### config.mk
export PLATFORM = sky130hd
export DESIGN_NAME = srdr_scale
export DESIGN_NICKNAME = d
export VERILOG_FILES = /design/src/rtl/assert_macros.svh /design/src/rtl/srdr_pkg.sv /design/src/rtl/srdr_scale.sv
export SDC_FILE = /design/constraint.sdc
export NUM_CORES = 2
export LEC_CHECK = 0
export BUFFER_PORTS_ARGS = -buffer_cell sky130_fd_sc_hd__buf_2
export CORE_UTILIZATION = 62
export CTS_CLUSTER_DIAMETER = 200
export DETAILED_ROUTE_END_ITERATION = 16
export PLACE_DENSITY = 0.9
export SYNTH_ARGS = -nofsm -noshare
export SYNTH_HDL_FRONTEND = slang
export SYNTH_SLANG_ARGS = --single-unit
### constraint.sdc
create_clock -name clk_i -period 19.95 [get_ports clk_i]
set_clock_uncertainty 0.15 [all_clocks]
set_input_delay 3.99 -clock clk_i [delete_from_list [all_inputs] [get_ports clk_i]]
set_output_delay 3.99 -clock clk_i [all_outputs]
set_load 0.01 [all_outputs]
### src/rtl/assert_macros.svh
// Assertion macros shared by the speed ratio regulator RTL.
// Files that check their logic include this header; the macros need clk_i and rst_ni in scope.
`ifndef ASSERT_MACROS_SVH
`define ASSERT_MACROS_SVH

// The property must hold at every clock edge outside reset.
`define SRDR_ASSERT(lbl, prop, msg) \
  lbl: assert property (@(posedge clk_i) disable iff (!rst_ni) (prop)) else $error(msg);

// The condition must never be true at a clock edge outside reset.
`define SRDR_ASSERT_NEVER(lbl, cond, msg) \
  lbl: assert property (@(posedge clk_i) disable iff (!rst_ni) !(cond)) else $error(msg);

`endif

### src/rtl/srdr_pkg.sv
`timescale 1ns / 1ps
// Package of the speed ratio deadband regulator: types, codes, widths and reset values.
// No dependencies; every other RTL file but srdr_in_if imports it.
package srdr_pkg;

  localparam int GAIN_W     = 24;
  localparam int TOL_W      = 16;
  localparam int WIN_W      = 16;
  localparam int SPEED_W    = 32;
  localparam int FRAC_W     = 16;
  localparam int FACT_W     = FRAC_W + 1;
  localparam int CFG_IDX_W  = 3;
  localparam int CFG_DATA_W = 24;
  localparam int NUM_FEEDS  = 2;
  localparam int FEED_A     = 0;
  localparam int FEED_P     = 1;

  // reciprocal multiplier is split into two partial products
  localparam int RLO_W = 17;
  localparam int RHI_W = 16;

  localparam logic [FACT_W-1:0]  ONE_Q16     = 17'h1_0000;
  localparam logic [SPEED_W-1:0] ONE_SPEED   = 32'h0001_0000;

  localparam logic [GAIN_W-1:0] GAIN_A_RST    = 24'd107556;
  localparam logic [GAIN_W-1:0] GAIN_P_RST    = 24'd200274;
  localparam logic [TOL_W-1:0]  TOL_RST       = 16'd328;
  localparam logic [WIN_W-1:0]  ACCEL_WIN_RST = 16'd40;
  localparam logic [WIN_W-1:0]  ALARM_WIN_RST = 16'd600;

  localparam logic [1:0] PHASE_WAIT  = 2'd0;
  localparam logic [1:0] PHASE_ACCEL = 2'd1;
  localparam logic [1:0] PHASE_PROC  = 2'd2;

  typedef enum logic [2:0] {
    ST_WAIT  = 3'b001,
    ST_ACCEL = 3'b010,
    ST_PROC  = 3'b100
  } phase_e;

  typedef enum logic [1:0] {
    COR_OK    = 2'd0,
    COR_LEFT  = 2'd1,
    COR_RIGHT = 2'd2
  } corr_e;

  typedef enum logic [CFG_IDX_W-1:0] {
    CFG_GAIN_A    = 3'd0,
    CFG_GAIN_P    = 3'd1,
    CFG_TOLERANCE = 3'd2,
    CFG_ACCEL_WIN = 3'd3,
    CFG_ALARM_WIN = 3'd4
  } cfg_idx_e;

  // load enables of the five front stages
  typedef struct packed {
    logic s1;
    logic s2;
    logic s3;
    logic s4;
    logic s5;
  } stage_en_t;

  function automatic logic [1:0] phase_code(phase_e st);
    unique case (st)
      ST_WAIT:  return PHASE_WAIT;
      ST_ACCEL: return PHASE_ACCEL;
      ST_PROC:  return PHASE_PROC;
      default:  return PHASE_WAIT;
    endcase
  endfunction

endpackage

### src/rtl/srdr_scale.sv
`timescale 1ns / 1ps
// Sample front end of one feed: count times gain, saturate to Q.16, split by the ring depth.
// Depends on srdr_pkg; stage enables come from the top level's valid chain.
module srdr_scale import srdr_pkg::*; #(
  parameter int AVG_DEPTH  = 35,
  parameter int COUNT_BITS = 20,
  parameter int QS_W       = 27,
  parameter int RS_W       = 6
) (
  input  logic                  clk_i,
  input  stage_en_t             en_i,
  input  logic [COUNT_BITS-1:0] count_i,
  input  logic [GAIN_W-1:0]     gain_i,
  output logic [QS_W-1:0]       qs_o,
  output logic [RS_W-1:0]       rs_o
);

  localparam int PROD_W = COUNT_BITS + GAIN_W;
  localparam int DIV_L  = (AVG_DEPTH > 1) ? $clog2(AVG_DEPTH) : 0;
  localparam int DIV_S  = SPEED_W + DIV_L;
  localparam logic [63:0] RECIP =
    ((64'd1 << DIV_S) + 64'(AVG_DEPTH) - 64'd1) / 64'(AVG_DEPTH);
  localparam logic [RLO_W-1:0] RECIP_LO = RECIP[RLO_W-1:0];
  localparam logic [RHI_W-1:0] RECIP_HI = RECIP[RLO_W+RHI_W-1:RLO_W];
  localparam int PLO_W  = SPEED_W + RLO_W;
  localparam int PHI_W  = SPEED_W + RHI_W;
  localparam int FULL_W = SPEED_W + RLO_W + RHI_W + 1;
  localparam int W1     = SPEED_W + 1;

  logic [COUNT_BITS-1:0] cnt_q;
  logic [PROD_W-1:0]     prod_q;
  logic [63:0]           prod_ext;
  logic [SPEED_W-1:0]    spd_d;
  logic [SPEED_W-1:0]    spd3_q;
  logic [PLO_W-1:0]      plo_q;
  logic [PHI_W-1:0]      phi_q;
  logic [FULL_W-1:0]     full_sum;
  logic [QS_W-1:0]       qs4_d;
  logic [QS_W-1:0]       qs4_q;
  logic [SPEED_W-1:0]    spd4_q;
  logic [W1-1:0]         qd;
  logic [W1-1:0]         rem;
  logic [QS_W-1:0]       qs5_d;
  logic [RS_W-1:0]       rs5_d;
  logic [QS_W-1:0]       qs5_q;
  logic [RS_W-1:0]       rs5_q;

  // (count * gain) >> 4, saturated to 32 bits
  always_comb begin
    prod_ext = 64'(prod_q);
    spd_d    = (|prod_ext[63:SPEED_W+4]) ? '1 : prod_ext[SPEED_W+3:4];
  end

  always_comb begin
    full_sum = (FULL_W'(phi_q) << RLO_W) + FULL_W'(plo_q);
    qs4_d    = QS_W'(full_sum >> DIV_S);
  end

  always_comb begin
    qd  = W1'(qs4_q) * W1'(AVG_DEPTH);
    rem = W1'(spd4_q) - qd;
    if (rem >= W1'(AVG_DEPTH)) begin
      qs5_d = qs4_q + QS_W'(1);
      rs5_d = RS_W'(rem - W1'(AVG_DEPTH));
    end else begin
      qs5_d = qs4_q;
      rs5_d = RS_W'(rem);
    end
  end

  always_ff @(posedge clk_i) begin
    if (en_i.s1) begin
      cnt_q <= count_i;
    end
    if (en_i.s2) begin
      prod_q <= PROD_W'(cnt_q) * PROD_W'(gain_i);
    end
    if (en_i.s3) begin
      spd3_q <= spd_d;
      plo_q  <= PLO_W'(spd_d) * PLO_W'(RECIP_LO);
      phi_q  <= PHI_W'(spd_d) * PHI_W'(RECIP_HI);
    end
    if (en_i.s4) begin
      spd4_q <= spd3_q;
      qs4_q  <= qs4_d;
    end
    if (en_i.s5) begin
      qs5_q <= qs5_d;
      rs5_q <= rs5_d;
    end
  end

  assign qs_o = qs5_q;
  assign rs_o = rs5_q;

endmodule

* Word level (Yosys, flattened, before mapping) *
Index checks and enable logic that the tools add are counted.

storage, ports and cells
  register bits = 284
  bits of input ports = 50
  output and inout bits = 33

cells by class
  add/sub/neg operators = 4
  multiplexer cells = 3
  order comparisons = 1
  multipliers = 4
  reductions and logical operators = 1

operators by type and width
  kind                                                                     number
  65-bit by 49-bit adder with 65-bit output                                1
  32-bit by 17-bit multiplier with 49-bit output (second input constant)   1
  32-bit by 15-bit multiplier with 47-bit output (second input constant)   1
  20-bit by 24-bit multiplier with 44-bit output                           1
  33-bit by 6-bit >= comparator with 1-bit output (second input constant)  1
  27-bit by 6-bit multiplier with 33-bit output (second input constant)    1
  32-bit by 33-bit subtractor with 33-bit output                           1
  32-bit two-way mux                                                       1
  27-bit by 1-bit adder with 27-bit output (second input constant)         1
  27-bit two-way mux                                                       1
  8-bit OR reduction                                                       1
  6-bit two-way mux                                                        1
  6-bit subtractor (second input constant)                                 1

* Logic depth before layout (Yosys ltp) *
  depth after elaboration = 4
  mapped depth = 29
  mapped depth without buffers = 29

* Least setup slack after synthesis *
No wires, ideal clock.

  kind = input port to flip-flop
  start = input gain_i[12]
  end = register prod_q[42] (data pin)
  data arrival time = 10,176 ps
  required time = 19,542 ps
  stages on the path = 26
  setup slack = 9,366 ps
  buffers on the path = 1
  setup time = 258 ps
  path through = clkbuf_1 and2_1 fa_1 inv_1 fa_1 fa_1 inv_1 fa_1 fa_1 fa_1 inv_1 fa_1 inv_1 ha_1 a21oi_1 o21ai_0 a2111oi_0 nor2_1 nor3_1 a21oi_1 o211ai_1 a311o_1 nand3_1 a31o_2 a21oi_1 xnor2_1

on the way
  longest elaborated chain between the ends = 1

ends and longest elaborated chain
  item                                            line              RTL
  start, declared                                 srdr_scale.sv:13  input logic [GAIN_W-1:0] gain_i,
  20-bit by 24-bit multiplier with 44-bit output  srdr_scale.sv:76  prod_q <= PROD_W'(cnt_q) * PROD_W'(gain_i);
  end signal, assigned                            srdr_scale.sv:76
  end, declared                                   srdr_scale.sv:31  logic [PROD_W-1:0] prod_q;

Every way passes these cells.
A chain may end at the register's enable or synchronous reset.

* Final worst setup path *
  start = input gain_i[8]
  end = register prod_q[37] (data pin)

The elaborated chain is that of the path after synthesis.

==> metrics.cfg <==
[drt]
vias_per_cell=5.88
final_antenna_net_count=0
num_vias=31400
drc=0
drtPass1Iterations=6
wire_per_inst_um=20.4
wl_um=109000
first_iter_violations=2462

[synthesis]
synth_top_cell_area_share=0.314
syn_nets=5781
synthArstFlopShare=0
yosys.area.top_type=fa_1
synth-warning-count=0
synth_seq_cells=261
synth_cell_types=87
yosysSeqAreaShare=0.177
synth_area_mm2=0.0442
avgSynthCellArea_um2=10.1
yosys_most_used_dff=edfxtp_1
synthCells=4355
synth_area_leaders=fa_1 31%, ha_1 19%, edfxtp_1 18%
synth-edff-count=261

[worst_hold_path]
hold_depth=0
worstHoldStart=spd3_q[18]
hold_path_class=reg2reg

[run]
max_cap_violations=0

[timing]
tightest_slew_ns=1.13
min_period_over_period=0.543
rsz0062_at_grt=false
max_freq_ghz=0.0923
hold_viol_final=0
maxSlewViolCount=0
setup_viol=0
maxSlewHeadroom=0.245
finalSetupTns_ns=0
min_period_ns=10.83
whs_ns=0.268

[cts]
cts_setup_buffers=0
cts-root-buf=clkbuf_16
cts_buffer_depth=3
post_cts_resized=0
cts.sinks=261
cts_tree=done
holdBufCountCts=0
worstSkewPairLatency_ns=0.63
numCtsBuffers=31
path_clk_slew_ns=0.07
htree_levels=1

[global_route]
antenna_found_initial=8
grt_overflow_total=0
grt.total_usage=0.311
grt_max_degree=76
grt_pass1_wl_um=174000
first_global_vias=33800

[floorplan]
die_x_um=269
start_util=0.629
io_pins=83
die_area_mm2=0.0724
core_mm2=0.0703
floorplan.die.height_um=269
row_count=97

[worst_setup_path]
startpoint_type=input pin
crit_type=in2reg
end_kind=flop
cp-startpoint=gain_i[8]
crit_required_ns=20.16
r2r_start=prod_q[41]
crit_arrival_ns=11.04
r2r_cells=25
path_max_fanout=20

[placement]
post-dp-hpwl_um=90100
portBuffers=82
place_congestion=1.05

[cells_and_area]
drive_gt1_frac=0.0412
syn_to_final_growth_pct=5.08
nets=5794

[outcome]
status=complete, no violations

[area by class of cell]
class / instances / area [µm²]
Antenna cell: 3 / 7.51
Fill cell: 5051 / 23800
Clock buffer: 37 / 798
Multi-Input combinational cell: 3013 / 32300
Clock inverter: 21 / 235
Sequential cell: 261 / 7840
Tap cell: 940 / 1180
Inverter: 969 / 3640
Timing Repair Buffer: 92 / 488
[state kept, by name (all words and copies together) (netlist names)]
signal  flops
phi_q      46
qs4_q      27
cnt_q      20
rs_o        6
prod_q     40
spd3_q     32
plo_q      31
spd4_q     32
qs_o       27
[through the flow]
step | instance area, µm² | cells | utilization | setup slack, ns
detailed placement | 45400 | 5275 | 0.646 | 8.62
global route | 46400 | 5334 | 0.661 | 8.82
finish | 46400 | 5336 | 0.661 | 9.12
CTS | 46400 | 5333 | 0.661 | 9.24
floorplan | 44200 | 4355 | - | 9.37
global placement | 45400 | 5275 | 0.646 | 8.70
[synthesized netlist by cell type (all sizes together) (5+ instances only)]
library cell	number
nand3	31
nor3	41
nor2	137
ha	682
and3	25
inv	967
nand2b	14
edfxtp	261
o31a	6
xor2	73
and4	8
o21a	35
nor4	10
nor2b	23
a31oi	18
buf	11
clkbuf	101
and2	268
a211oi	12
a21boi	5
xnor2	141
nand4	32
o21ai	75
o2111ai	6
o221ai	5
fa	694
or3	34
or2	11
o211ai	17
a21oi	121
o31ai	5
o21bai	13
a21o	85
nand2	317
[worst paths after layout]
path / end / slack, ns
worst max-delay path: prod_q[37] / 9.12
worst min-delay path: spd4_q[18] / 0.27
worst max register to register: plo_q[43] / 9.30
worst min register to register: spd4_q[18] / 0.27
[kinds of logic (layout without fill, tap and decap cells)]
| logic type | count (synthesis) | in the layout | synth area share |
|---|---|---|---|
| adders and majority gates | 1376 | 1376 | 0.507 |
| buffers and inverters | 1081 | 1119 | 0.0927 |
| and+or+nand+nor | 968 | 968 | 0.111 |
| AOI/OAI and AO/OA | 448 | 448 | 0.0672 |
| DFF | 261 | 261 | 0.177 |
| xor gates and xnor gates | 214 | 214 | 0.0424 |
| muxes | 7 | 7 | 0.00167 |
| other | 0 | 3 | 0 |
[metal layers]
metal / wire, µm / track usage
met3: 8570 / 0.0531
met5: 34 / 0
met2: 53300 / 0.532
met4: 6960 / 0.174
met1: 40100 / 0.373
[cell usage in the layout, fill, tap and decap left out, types with 16 or more instances in the layout]
master	n
a31oi_1	17
and2_1	268
o21ai_0	72
inv_1	961
nand4_1	32
xnor2_1	141
nor3_1	40
buf_2	81
nand2_1	317
a21oi_1	119
a21o_1	85
ha_1	682
nor2b_1	23
or3_1	34
nor2_1	137
nand3_1	31
clkbuf_16	31
edfxtp_1	261
xor2_1	73
fa_1	694
and3_1	25
o21a_1	35
o211ai_1	16
[critical path, cell delays in order]
cell       delay (ns)
buf_2            0.36
and2_1           0.23
fa_1             0.44
inv_1            0.08
fa_1             0.44
fa_1             0.53
inv_1            0.06
fa_1             0.55
fa_1             0.43
fa_1             0.50
inv_1            0.06
fa_1             0.47
inv_1            0.04
ha_1             0.31
a21oi_1          0.16
o21ai_0          0.11
a2111oi_0        0.56
nor2_1           0.13
nor3_1           0.21
a21oi_1          0.17
o211ai_1         0.27
and2_1           0.22
a21oi_1          0.14
a21oi_1          0.29
o21bai_1         0.12
xor2_1           0.15
Power is left out: the tool's default activity adds up to more than one toggle a clock period on the data nets, which glitch-free logic cannot reach.
